--- src/hdl/proximity_wall_follow_steering_top_assert.svh ---
// assertion macros for the wall-follow steering top level
// expects clk and arst_n in the scope of each use
`ifndef PROXIMITY_WALL_FOLLOW_STEERING_TOP_ASSERT_SVH
`define PROXIMITY_WALL_FOLLOW_STEERING_TOP_ASSERT_SVH

// same-cycle implication, quiet during reset
`define PWFS_ASSERT_IMP(label, ante, cons) \
	label: assert property (@(posedge clk) disable iff (!arst_n) (ante) |-> (cons)) \
		else $error("pwfs same-cycle check failed");

// next-cycle implication, quiet during reset
`define PWFS_ASSERT_NEXT(label, ante, cons) \
	label: assert property (@(posedge clk) disable iff (!arst_n) (ante) |=> (cons)) \
		else $error("pwfs next-cycle check failed");

`endif

--- src/hdl/pwfs_pkg.sv ---
// shared types, constants and weight tables for the wall-follow steering block
// no dependencies
package pwfs_pkg;

	localparam int SENSOR_COUNT = 8;
	localparam int CAL_FRAMES_DEF = 32;
	localparam int SAMPLE_BITS_DEF = 12;
	localparam int OFFSET_SHIFT = 5;
	localparam int FLOOR_SHIFT = 4;

	localparam int BIAS_W = 10;
	localparam int SPEED_W = 11;
	localparam int THRESH_W = 12;
	localparam int WEIGHT_W = 5;
	localparam int CFG_DATA_W = 12;
	localparam int CFG_INDEX_W = 3;

	localparam logic ACTION_CAL = 1'b0;
	localparam logic ACTION_DRIVE = 1'b1;

	localparam logic SIDE_LEFT = 1'b0;
	localparam logic SIDE_RIGHT = 1'b1;

	localparam logic FOLLOW_SIDE_RST = SIDE_LEFT;
	localparam logic [BIAS_W-1:0] BASE_SPEED_RST = 10'd200;
	localparam logic [BIAS_W-1:0] MAX_SPEED_RST = 10'd800;
	localparam logic [THRESH_W-1:0] DETECT_THRESHOLD_RST = 12'd50;
	localparam logic [THRESH_W-1:0] CLOSE_THRESHOLD_RST = 12'd300;

	localparam int WALL_SENSOR_RIGHT = 2;
	localparam int WALL_SENSOR_LEFT = 5;
	localparam int OUTER_W = 10;

	localparam int BASE_LEFT_W [SENSOR_COUNT] = '{-10, -10, -5, 0, 0, 5, 10, 10};
	localparam int CUT_RIGHT_SIDE [SENSOR_COUNT] = '{0, 200, 600, 100, 0, 0, 0, 0};
	localparam int CUT_LEFT_SIDE [SENSOR_COUNT] = '{0, 0, 0, 0, 100, 600, 200, 0};

	typedef enum logic [CFG_INDEX_W-1:0] {
		REG_FOLLOW_SIDE,
		REG_BASE_SPEED,
		REG_MAX_SPEED,
		REG_DETECT_THRESHOLD,
		REG_CLOSE_THRESHOLD
	} cfg_reg_t;

	typedef struct packed {
		logic seen;
		logic close;
	} lane_flags_t;

	// left wheel weight; the right wheel always uses the negated weight
	function automatic int left_weight(input int lane, input logic side);
		int w;
		if (lane == 0 || lane == SENSOR_COUNT - 1) begin
			w = (side == SIDE_RIGHT) ? -OUTER_W : OUTER_W;
		end else begin
			w = BASE_LEFT_W[lane];
		end
		return w;
	endfunction

endpackage

--- src/hdl/pwfs_lane.sv ---
// one sensor lane: calibration sum, offset, distance and threshold flags
// depends on pwfs_pkg
module pwfs_lane #(
	parameter int SAMPLE_BITS = pwfs_pkg::SAMPLE_BITS_DEF,
	parameter int CAL_FRAMES = pwfs_pkg::CAL_FRAMES_DEF,
	parameter int DIST_W = pwfs_pkg::THRESH_W + 2
) (
	input  logic                              clk,
	input  logic                              arst_n,
	input  logic                              cal_en,
	input  logic                              cal_last,
	input  logic                              pipe_en,
	input  logic [SAMPLE_BITS-1:0]            sample,
	input  logic [pwfs_pkg::THRESH_W-1:0]     detect_threshold,
	input  logic [pwfs_pkg::THRESH_W-1:0]     close_threshold,
	output logic signed [DIST_W-1:0]          dist_s1,
	output pwfs_pkg::lane_flags_t             flags_s1
);
	import pwfs_pkg::*;

	localparam int SUM_W = SAMPLE_BITS + $clog2(CAL_FRAMES);
	localparam logic [SUM_W-1:0] SAMPLE_MAX = SUM_W'((1 << SAMPLE_BITS) - 1);

	logic [SUM_W-1:0] sum_q;
	logic [SUM_W-1:0] sum_next;
	logic [SUM_W-1:0] sum_shr;
	logic [SAMPLE_BITS-1:0] offset_q;
	logic [SAMPLE_BITS-1:0] offset_next;
	logic signed [DIST_W-1:0] dist_now;
	logic signed [DIST_W-1:0] detect_ext;
	logic signed [DIST_W-1:0] close_ext;

	always_comb begin
		sum_next = sum_q + SUM_W'(sample);
		sum_shr = sum_next >> OFFSET_SHIFT;
		// offsets saturate at the top of the sample range
		offset_next = (sum_shr > SAMPLE_MAX) ? SAMPLE_MAX[SAMPLE_BITS-1:0]
			: sum_shr[SAMPLE_BITS-1:0];
		dist_now = $signed({{(DIST_W-SAMPLE_BITS){1'b0}}, sample})
			- $signed({{(DIST_W-SAMPLE_BITS){1'b0}}, offset_q});
		detect_ext = $signed({{(DIST_W-THRESH_W){1'b0}}, detect_threshold});
		close_ext = $signed({{(DIST_W-THRESH_W){1'b0}}, close_threshold});
	end

	always_ff @(posedge clk or negedge arst_n) begin
		if (!arst_n) begin
			sum_q <= '0;
			offset_q <= '0;
		end else if (cal_en) begin
			if (cal_last) begin
				sum_q <= '0;
				offset_q <= offset_next;
			end else begin
				sum_q <= sum_next;
			end
		end
	end

	always_ff @(posedge clk) begin
		if (pipe_en) begin
			dist_s1 <= dist_now;
			flags_s1.seen <= (dist_now > detect_ext);
			flags_s1.close <= (dist_now > close_ext);
		end
	end

endmodule

--- src/hdl/pwfs_merge.sv ---
// merge stage: near-wall cuts, weighted sum over all lanes, bias and clamp
// depends on pwfs_pkg
module pwfs_merge #(
	parameter int DIST_W = pwfs_pkg::THRESH_W + 2
) (
	input  logic                                clk,
	input  logic                                pipe_en,
	input  logic                                follow_side,
	input  logic [pwfs_pkg::BIAS_W-1:0]         base_speed,
	input  logic [pwfs_pkg::BIAS_W-1:0]         max_speed,
	input  logic signed [DIST_W-1:0]            dist_s1 [pwfs_pkg::SENSOR_COUNT],
	input  pwfs_pkg::lane_flags_t               flags_s1 [pwfs_pkg::SENSOR_COUNT],
	output logic signed [pwfs_pkg::SPEED_W-1:0] left_speed,
	output logic signed [pwfs_pkg::SPEED_W-1:0] right_speed,
	output logic                                no_wall
);
	import pwfs_pkg::*;

	localparam int PROD_W = DIST_W + WEIGHT_W;
	localparam int SUM_W = DIST_W + 8;
	localparam int TOT_W = SUM_W + 1;

	logic cut_on;
	logic seen;
	logic signed [DIST_W-1:0] adj [SENSOR_COUNT];
	logic signed [DIST_W-1:0] shr [SENSOR_COUNT];
	logic signed [WEIGHT_W-1:0] wgt [SENSOR_COUNT];
	logic signed [PROD_W-1:0] prod [SENSOR_COUNT];
	logic signed [SUM_W-1:0] acc;
	logic signed [SUM_W-1:0] sum_s2;
	logic seen_s2;
	logic signed [TOT_W-1:0] bias_ext;
	logic signed [TOT_W-1:0] lim_ext;
	logic signed [TOT_W-1:0] lw;
	logic signed [TOT_W-1:0] rw;
	logic signed [TOT_W-1:0] lw_c;
	logic signed [TOT_W-1:0] rw_c;

	always_comb begin
		cut_on = (follow_side == SIDE_RIGHT) ? flags_s1[WALL_SENSOR_RIGHT].close
			: flags_s1[WALL_SENSOR_LEFT].close;
		seen = 1'b0;
		acc = '0;
		for (int i = 0; i < SENSOR_COUNT; i++) begin
			seen = seen | flags_s1[i].seen;
			adj[i] = dist_s1[i];
			if (cut_on) begin
				adj[i] = dist_s1[i] - ((follow_side == SIDE_RIGHT)
					? DIST_W'(CUT_RIGHT_SIDE[i]) : DIST_W'(CUT_LEFT_SIDE[i]));
			end
			// arithmetic shift rounds toward minus infinity
			shr[i] = adj[i] >>> FLOOR_SHIFT;
			wgt[i] = WEIGHT_W'(left_weight(i, follow_side));
			prod[i] = shr[i] * wgt[i];
			acc = acc + SUM_W'(prod[i]);
		end
	end

	always_ff @(posedge clk) begin
		if (pipe_en) begin
			sum_s2 <= seen ? acc : '0;
			seen_s2 <= seen;
		end
	end

	// right wheel weights are the negated left ones
	always_comb begin
		bias_ext = $signed({{(TOT_W-BIAS_W){1'b0}}, base_speed});
		lim_ext = $signed({{(TOT_W-BIAS_W){1'b0}}, max_speed});
		lw = bias_ext + TOT_W'(sum_s2);
		rw = bias_ext - TOT_W'(sum_s2);
		lw_c = lw;
		if (lw > lim_ext) begin
			lw_c = lim_ext;
		end else if (lw < -lim_ext) begin
			lw_c = -lim_ext;
		end
		rw_c = rw;
		if (rw > lim_ext) begin
			rw_c = lim_ext;
		end else if (rw < -lim_ext) begin
			rw_c = -lim_ext;
		end
		left_speed = lw_c[SPEED_W-1:0];
		right_speed = rw_c[SPEED_W-1:0];
		no_wall = !seen_s2;
	end

endmodule

--- src/hdl/proximity_wall_follow_steering_top.sv ---
// top level of the wall-follow steering block: config registers, lanes, merge, output
// depends on pwfs_pkg, pwfs_lane, pwfs_merge and the assertion macro header
//
// Usage: the input channel (in_valid/in_ready) carries one frame of eight
// proximity readings and an action bit. Calibration frames (action 0) are
// summed per sensor; every CAL_FRAMES-th one loads the offsets and reports
// calibration_done. Drive frames (action 1) produce two clamped wheel speeds.
// Every frame yields exactly one result transaction on out_valid/out_ready.
// Throughput: one frame per cycle unless a result is held by out_ready
// low; the lanes, the weighted-sum register and the output register form
// a three-stage pipeline that moves as a whole.
// Calibration state is updated at acceptance, so the next frame already
// sees fresh offsets.
// Stall: while a result waits on out_ready low, in_ready is low and the whole
// pipeline holds. Reset clears the config registers to their defaults, the
// sums, offsets and frame count to zero, and empties the pipeline.
// Config writes (cfg_we, cfg_index, cfg_data) take effect at once and are
// meant to be done while no frame is in flight.
module proximity_wall_follow_steering_top #(
	parameter int CAL_FRAMES = pwfs_pkg::CAL_FRAMES_DEF,
	parameter int SAMPLE_BITS = pwfs_pkg::SAMPLE_BITS_DEF
) (
	input  logic                                clk,
	input  logic                                arst_n,
	input  logic                                cfg_we,
	input  logic [pwfs_pkg::CFG_INDEX_W-1:0]    cfg_index,
	input  logic [pwfs_pkg::CFG_DATA_W-1:0]     cfg_data,
	input  logic                                in_valid,
	output logic                                in_ready,
	input  logic                                action,
	input  logic [SAMPLE_BITS-1:0]              prox_0,
	input  logic [SAMPLE_BITS-1:0]              prox_1,
	input  logic [SAMPLE_BITS-1:0]              prox_2,
	input  logic [SAMPLE_BITS-1:0]              prox_3,
	input  logic [SAMPLE_BITS-1:0]              prox_4,
	input  logic [SAMPLE_BITS-1:0]              prox_5,
	input  logic [SAMPLE_BITS-1:0]              prox_6,
	input  logic [SAMPLE_BITS-1:0]              prox_7,
	output logic                                out_valid,
	input  logic                                out_ready,
	output logic signed [pwfs_pkg::SPEED_W-1:0] left_speed,
	output logic signed [pwfs_pkg::SPEED_W-1:0] right_speed,
	output logic                                calibrating,
	output logic                                calibration_done,
	output logic                                no_wall
);
	import pwfs_pkg::*;

	localparam int DIST_W = ((SAMPLE_BITS > THRESH_W) ? SAMPLE_BITS : THRESH_W) + 2;
	localparam int CNT_W = $clog2(CAL_FRAMES);
	localparam logic [CNT_W-1:0] CAL_LAST = CNT_W'(CAL_FRAMES - 1);

	logic follow_side_q;
	logic [BIAS_W-1:0] base_speed_q;
	logic [BIAS_W-1:0] max_speed_q;
	logic [THRESH_W-1:0] detect_threshold_q;
	logic [THRESH_W-1:0] close_threshold_q;

	logic [CNT_W-1:0] cal_count_q;
	logic advance;
	logic accept;
	logic cal_en;
	logic cal_last;

	logic v1_q;
	logic v2_q;
	logic out_valid_q;
	logic action_s1;
	logic action_s2;
	logic done_s1;
	logic done_s2;

	logic [SAMPLE_BITS-1:0] prox [SENSOR_COUNT];
	logic signed [DIST_W-1:0] dist_s1 [SENSOR_COUNT];
	lane_flags_t flags_s1 [SENSOR_COUNT];

	logic signed [SPEED_W-1:0] merge_left;
	logic signed [SPEED_W-1:0] merge_right;
	logic merge_no_wall;

	logic signed [SPEED_W-1:0] left_speed_q;
	logic signed [SPEED_W-1:0] right_speed_q;
	logic calibrating_q;
	logic calibration_done_q;
	logic no_wall_q;

	assign prox[0] = prox_0;
	assign prox[1] = prox_1;
	assign prox[2] = prox_2;
	assign prox[3] = prox_3;
	assign prox[4] = prox_4;
	assign prox[5] = prox_5;
	assign prox[6] = prox_6;
	assign prox[7] = prox_7;

	// whole pipeline moves unless a finished result is stuck at the output
	assign advance = !out_valid_q || out_ready;
	assign in_ready = advance;
	assign accept = in_valid && in_ready;
	assign cal_en = accept && (action == ACTION_CAL);
	assign cal_last = (cal_count_q == CAL_LAST);

	always_ff @(posedge clk or negedge arst_n) begin
		if (!arst_n) begin
			follow_side_q <= FOLLOW_SIDE_RST;
			base_speed_q <= BASE_SPEED_RST;
			max_speed_q <= MAX_SPEED_RST;
			detect_threshold_q <= DETECT_THRESHOLD_RST;
			close_threshold_q <= CLOSE_THRESHOLD_RST;
		end else if (cfg_we) begin
			unique case (cfg_reg_t'(cfg_index))
				REG_FOLLOW_SIDE: follow_side_q <= cfg_data[0];
				REG_BASE_SPEED: base_speed_q <= cfg_data[BIAS_W-1:0];
				REG_MAX_SPEED: max_speed_q <= cfg_data[BIAS_W-1:0];
				REG_DETECT_THRESHOLD: detect_threshold_q <= cfg_data[THRESH_W-1:0];
				REG_CLOSE_THRESHOLD: close_threshold_q <= cfg_data[THRESH_W-1:0];
				default: ;
			endcase
		end
	end

	always_ff @(posedge clk or negedge arst_n) begin
		if (!arst_n) begin
			cal_count_q <= '0;
		end else if (cal_en) begin
			cal_count_q <= cal_last ? '0 : cal_count_q + 1'b1;
		end
	end

	always_ff @(posedge clk or negedge arst_n) begin
		if (!arst_n) begin
			v1_q <= 1'b0;
			v2_q <= 1'b0;
			out_valid_q <= 1'b0;
		end else if (advance) begin
			v1_q <= accept;
			v2_q <= v1_q;
			out_valid_q <= v2_q;
		end
	end

	always_ff @(posedge clk) begin
		if (advance) begin
			action_s1 <= action;
			done_s1 <= cal_en && cal_last;
			action_s2 <= action_s1;
			done_s2 <= done_s1;
			if (action_s2 == ACTION_DRIVE) begin
				left_speed_q <= merge_left;
				right_speed_q <= merge_right;
				no_wall_q <= merge_no_wall;
				calibrating_q <= 1'b0;
				calibration_done_q <= 1'b0;
			end else begin
				left_speed_q <= '0;
				right_speed_q <= '0;
				no_wall_q <= 1'b0;
				calibrating_q <= 1'b1;
				calibration_done_q <= done_s2;
			end
		end
	end

	for (genvar g = 0; g < SENSOR_COUNT; g++) begin : g_lane
		pwfs_lane #(
			.SAMPLE_BITS(SAMPLE_BITS),
			.CAL_FRAMES(CAL_FRAMES),
			.DIST_W(DIST_W)
		) u_lane (
			.clk(clk),
			.arst_n(arst_n),
			.cal_en(cal_en),
			.cal_last(cal_last),
			.pipe_en(advance),
			.sample(prox[g]),
			.detect_threshold(detect_threshold_q),
			.close_threshold(close_threshold_q),
			.dist_s1(dist_s1[g]),
			.flags_s1(flags_s1[g])
		);
	end

	pwfs_merge #(
		.DIST_W(DIST_W)
	) u_merge (
		.clk(clk),
		.pipe_en(advance),
		.follow_side(follow_side_q),
		.base_speed(base_speed_q),
		.max_speed(max_speed_q),
		.dist_s1(dist_s1),
		.flags_s1(flags_s1),
		.left_speed(merge_left),
		.right_speed(merge_right),
		.no_wall(merge_no_wall)
	);

	assign out_valid = out_valid_q;
	assign left_speed = left_speed_q;
	assign right_speed = right_speed_q;
	assign calibrating = calibrating_q;
	assign calibration_done = calibration_done_q;
	assign no_wall = no_wall_q;

`include "proximity_wall_follow_steering_top_assert.svh"

	`PWFS_ASSERT_IMP(a_stall_blocks_input, out_valid && !out_ready, !in_ready)
	`PWFS_ASSERT_IMP(a_cal_result_quiet, out_valid && calibrating,
		left_speed == '0 && right_speed == '0 && !no_wall)
	`PWFS_ASSERT_IMP(a_done_is_cal, out_valid && calibration_done, calibrating)
	`PWFS_ASSERT_NEXT(a_count_wraps, cal_en && cal_last, cal_count_q == '0)

endmodule

--- config.mk ---
export PLATFORM = sky130hd
export DESIGN_NAME = proximity_wall_follow_steering_top
export DESIGN_NICKNAME = d
export VERILOG_FILES = /design/src/hdl/pwfs_pkg.sv /design/src/hdl/pwfs_lane.sv /design/src/hdl/pwfs_merge.sv /design/src/hdl/proximity_wall_follow_steering_top.sv
export VERILOG_INCLUDE_DIRS = /design/src /design/src/hdl
export SDC_FILE = /design/constraint.sdc
export NUM_CORES = 2
export LEC_CHECK = 0
export BUFFER_PORTS_ARGS = -buffer_cell sky130_fd_sc_hd__buf_2
export CORE_MARGIN = 2
export CORE_UTILIZATION = 55
export DETAILED_ROUTE_END_ITERATION = 8
export HOLD_SLACK_MARGIN = 0.03
export PLACE_DENSITY = 0.81
export SYNTH_ARGS = -nofsm -noshare
export SYNTH_HDL_FRONTEND = slang
export SYNTH_SLANG_ARGS = --single-unit
export TNS_END_PERCENT = 1
--- constraint.sdc ---
create_clock -name clk -period 12.8 [get_ports clk]
set_clock_uncertainty 0.05 [all_clocks]
set_input_delay 2.56 -clock clk [delete_from_list [all_inputs] [get_ports clk]]
set_output_delay 2.56 -clock clk [all_outputs]
set_load 0.05 [all_outputs]
==> results.json <==
{
  "status": "finished clean",
  "wire_per_inst_um": 17.1,
  "synth_edf_count": 120,
  "ys_ff_latch": 405,
  "synth_compound_area_share_pct": 14.9,
  "initial_utilization_pct": 55.6,
  "synth_fa_ha_area_share_pct": 28.0,
  "drive_gt1_share_pct": 7.39,
  "drtAntennaViolNets": 0,
  "rsz0062_at_grt": "no",
  "synth_flop_cell": "dfrtp_1",
  "grt_max_degree": 180,
  "synth_cell_type_count": 75,
  "yosys_warnings": 0,
  "ioPinCount": 144,
  "gr-total-overflow": 0,
  "finalCritPeriodShare_pct": 94.6,
  "core_area_um2": 68700,
  "final_area_um2": 41400,
  "hold_violations": 0,
  "fillCellCount": 5688,
  "crit_top_cell": "fa_1",
  "final_cell_mix": "604 x ha_1, 569 x inv_1, 387 x nand2_1",
  "place_congestion": 0.914,
  "postCtsSetupRepairBufs": 0,
  "htree_levels": 2,
  "num-nets-final": 5184,
  "cpLargestDelayFamily": "adder cells",
  "cp-end-kind": "flip-flop",
  "rows": 96,
  "drv_cap": 0,
  "io_buffers": 143,
  "ys_async_sr_fraction_pct": 70.4,
  "dp_hpwl_um": 69100,
  "via_per_inst": 5.64,
  "r2r_setup_slack_ps": 690,
  "clkTransAtPathRegs_ps": 60,
  "hold_class": "reg2reg",
  "cts_buffers": 47,
  "synth_top_family_by_area": "adder cells",
  "cts_hold_buf": 0,
  "start_kind": "flip-flop",
  "syn_area_um2": 38200,
  "dp_worst_setup_slack_ps": 718,
  "critPathBufInv": 8,
  "period_minus_slack_ps": 12110,
  "grt_pass1_vias": 29900,
  "slew_headroom_pct": 21.6,
  "drc_errors": 0,
  "crit_slowest_cell": "dfrtp_1",
  "grt_pass1_wl_um": 148000,
  "syn_nets": 5105,
  "seqCellArea_um2": 10800,
  "multi_input_area_um2": 24800,
  "drt_wl_total_um": 90300,
  "area_growth_pct": 8.43,
  "antenna_found_initial": 5,
  "synthXorXnorAreaFrac_pct": 6.51,
  "cts_resized": 0,
  "synth_mux_area_share_pct": 2.49,
  "cts_root_buf": "clkbuf_16",
  "required_ps": 13190,
  "clkSinkCount": 405,
  "tightest_slew_ps": 1160,
  "dr.first_iter.drc_count": 1964,
  "slew_viol_final": 0,
  "die-area_um2": 71600,
  "worstPathMaxFanout": 13,
  "fmax_mhz": 82.6,
  "worstPathArrival_ps": 12500,
  "grt_usage_pct": 25.5,
  "clock_latency_ps": 620,
  "timing.final.ws_setup_ps": 694,
  "first_pass_iters": 5,
  "synth_area_per_cell_um2": 9.04,
  "finalSetupViolations": 0,
  "crit_type": "reg2reg",
  "netlist_instances": 4226,
  "final_common_cell": "ha_1",
  "cts_buffer_depth": 3,
  "seq_area_frac_synth_pct": 28.2,
  "hold_ws_ps": 402,
  "setup-tns-final_ps": 0,
  "via_count": 29800,
  "cts_tree": "built",
  "die-height_um": 268,
  "die_w_um": 268,
  "dpl_cell_area_um2": 39800,
  "cpPeakStageDelay_ps": 640,
  "synth-simple-area-share_pct": 12.9
}
cells in the mapped netlist (all sizes together), types with 24 or more instances:
library cell	number	share of area, %
ha	605	20
inv	570	5.6
nand2	389	3.8
o21ai	365	4.8
dfrtp	272	18
nor2	258	2.5
a21oi	189	2.5
xnor2	182	4.2
fa	157	8.2
edfxtp	120	9.4
clkbuf	111	1.1
xor2	102	2.3
a21o	90	1.8
nor3	82	1.1
nor2b	75	1.2
nand4	54	0.88
mux2i	49	1.3
a21boi	46	0.90
mux2	41	1.2
nand2b	41	0.67
nand3	31	0.41
and2	29	0.48
o31ai	29	0.57
or3	28	0.46
o21a	24	0.47
o41ai	24	0.60
layer usage:
| layer | wire length (um) | global-route usage (%) | vias up |
|---|---|---|---|
| li1 | - | - | 14600 |
| met1 | 38700 | 32.5 | 14200 |
| met2 | 44100 | 44.7 | 733 |
| met3 | 4270 | 2.82 | 204 |
| met4 | 3200 | 8.91 | 4 |
| met5 | 19 | 0 | - |
state kept, by name (all words and copies together), names as in the netlist, 10 cells and up:
signal / flops
base_speed_q: 10
close_threshold_q: 12
detect_threshold_q: 12
g_lane.u_lane.dist_s1: 58
g_lane.u_lane.flags_s1: 10
g_lane.u_lane.offset_q: 96
g_lane.u_lane.sum_q: 136
left_speed: 11
max_speed_q: 10
right_speed: 11
u_merge.sum_s2: 22
kinds of logic (layout without fill, tap and decap cells):
family                     after synthesis  in the layout
AOI/OAI and AO/OA                      921            921
xor gates and xnor gates               284            284
muxes                                   90             90
DFF                                    405            405
and+or+nand+nor                       1062           1062
other                                    1              5
buffers and inverters                  701            819
adders and majority gates              762            762
path summary, 6_finish.rpt:
kind                                              end  depth (start not counted)     startpoint
setup / recovery                   u_merge.sum_s2[21]                         45  follow_side_q
hold / removal                                done_s2                          0        done_s1
setup reg to reg                   u_merge.sum_s2[21]                         45  follow_side_q
hold reg to reg                               done_s2                          0        done_s1
max in group asynchronous             base_speed_q[5]                          2         arst_n
min in group asynchronous  g_lane[2].u_lane.sum_q[15]                          1         arst_n
per-stage QoR:
stage,util [%],instances
after floorplan,-,4226
after global placement,57.9,5187
after detailed placement,57.9,5187
after CTS,60.3,5275
after global routing,60.3,5277
final,60.3,5279
worst reg2reg max path, delay by kind of cell, from the launching register on:
| kind | cells | cell delay (ps) |
|---|---|---|
| flops | 1 | 640 |
| compound gates | 12 | 2230 |
| buf+inv | 8 | 620 |
| xor+xnor | 1 | 130 |
| fa+ha+maj | 15 | 6600 |
| simple gates | 9 | 1700 |
final cells by class:
type / instances / share of cell area, %
diodes: 4 / 0.0242
clock buffers: 68 / 3.15
clock inverters: 20 / 0.801
inverters: 572 / 5.19
multi-input cells: 3120 / 60.0
flip-flops and latches: 405 / 26.0
well taps: 931 / 2.81
repair buffers: 159 / 2.10
Power is not shown: default switching activity piles up to over one toggle a cycle in this logic, so the estimate is an artifact.
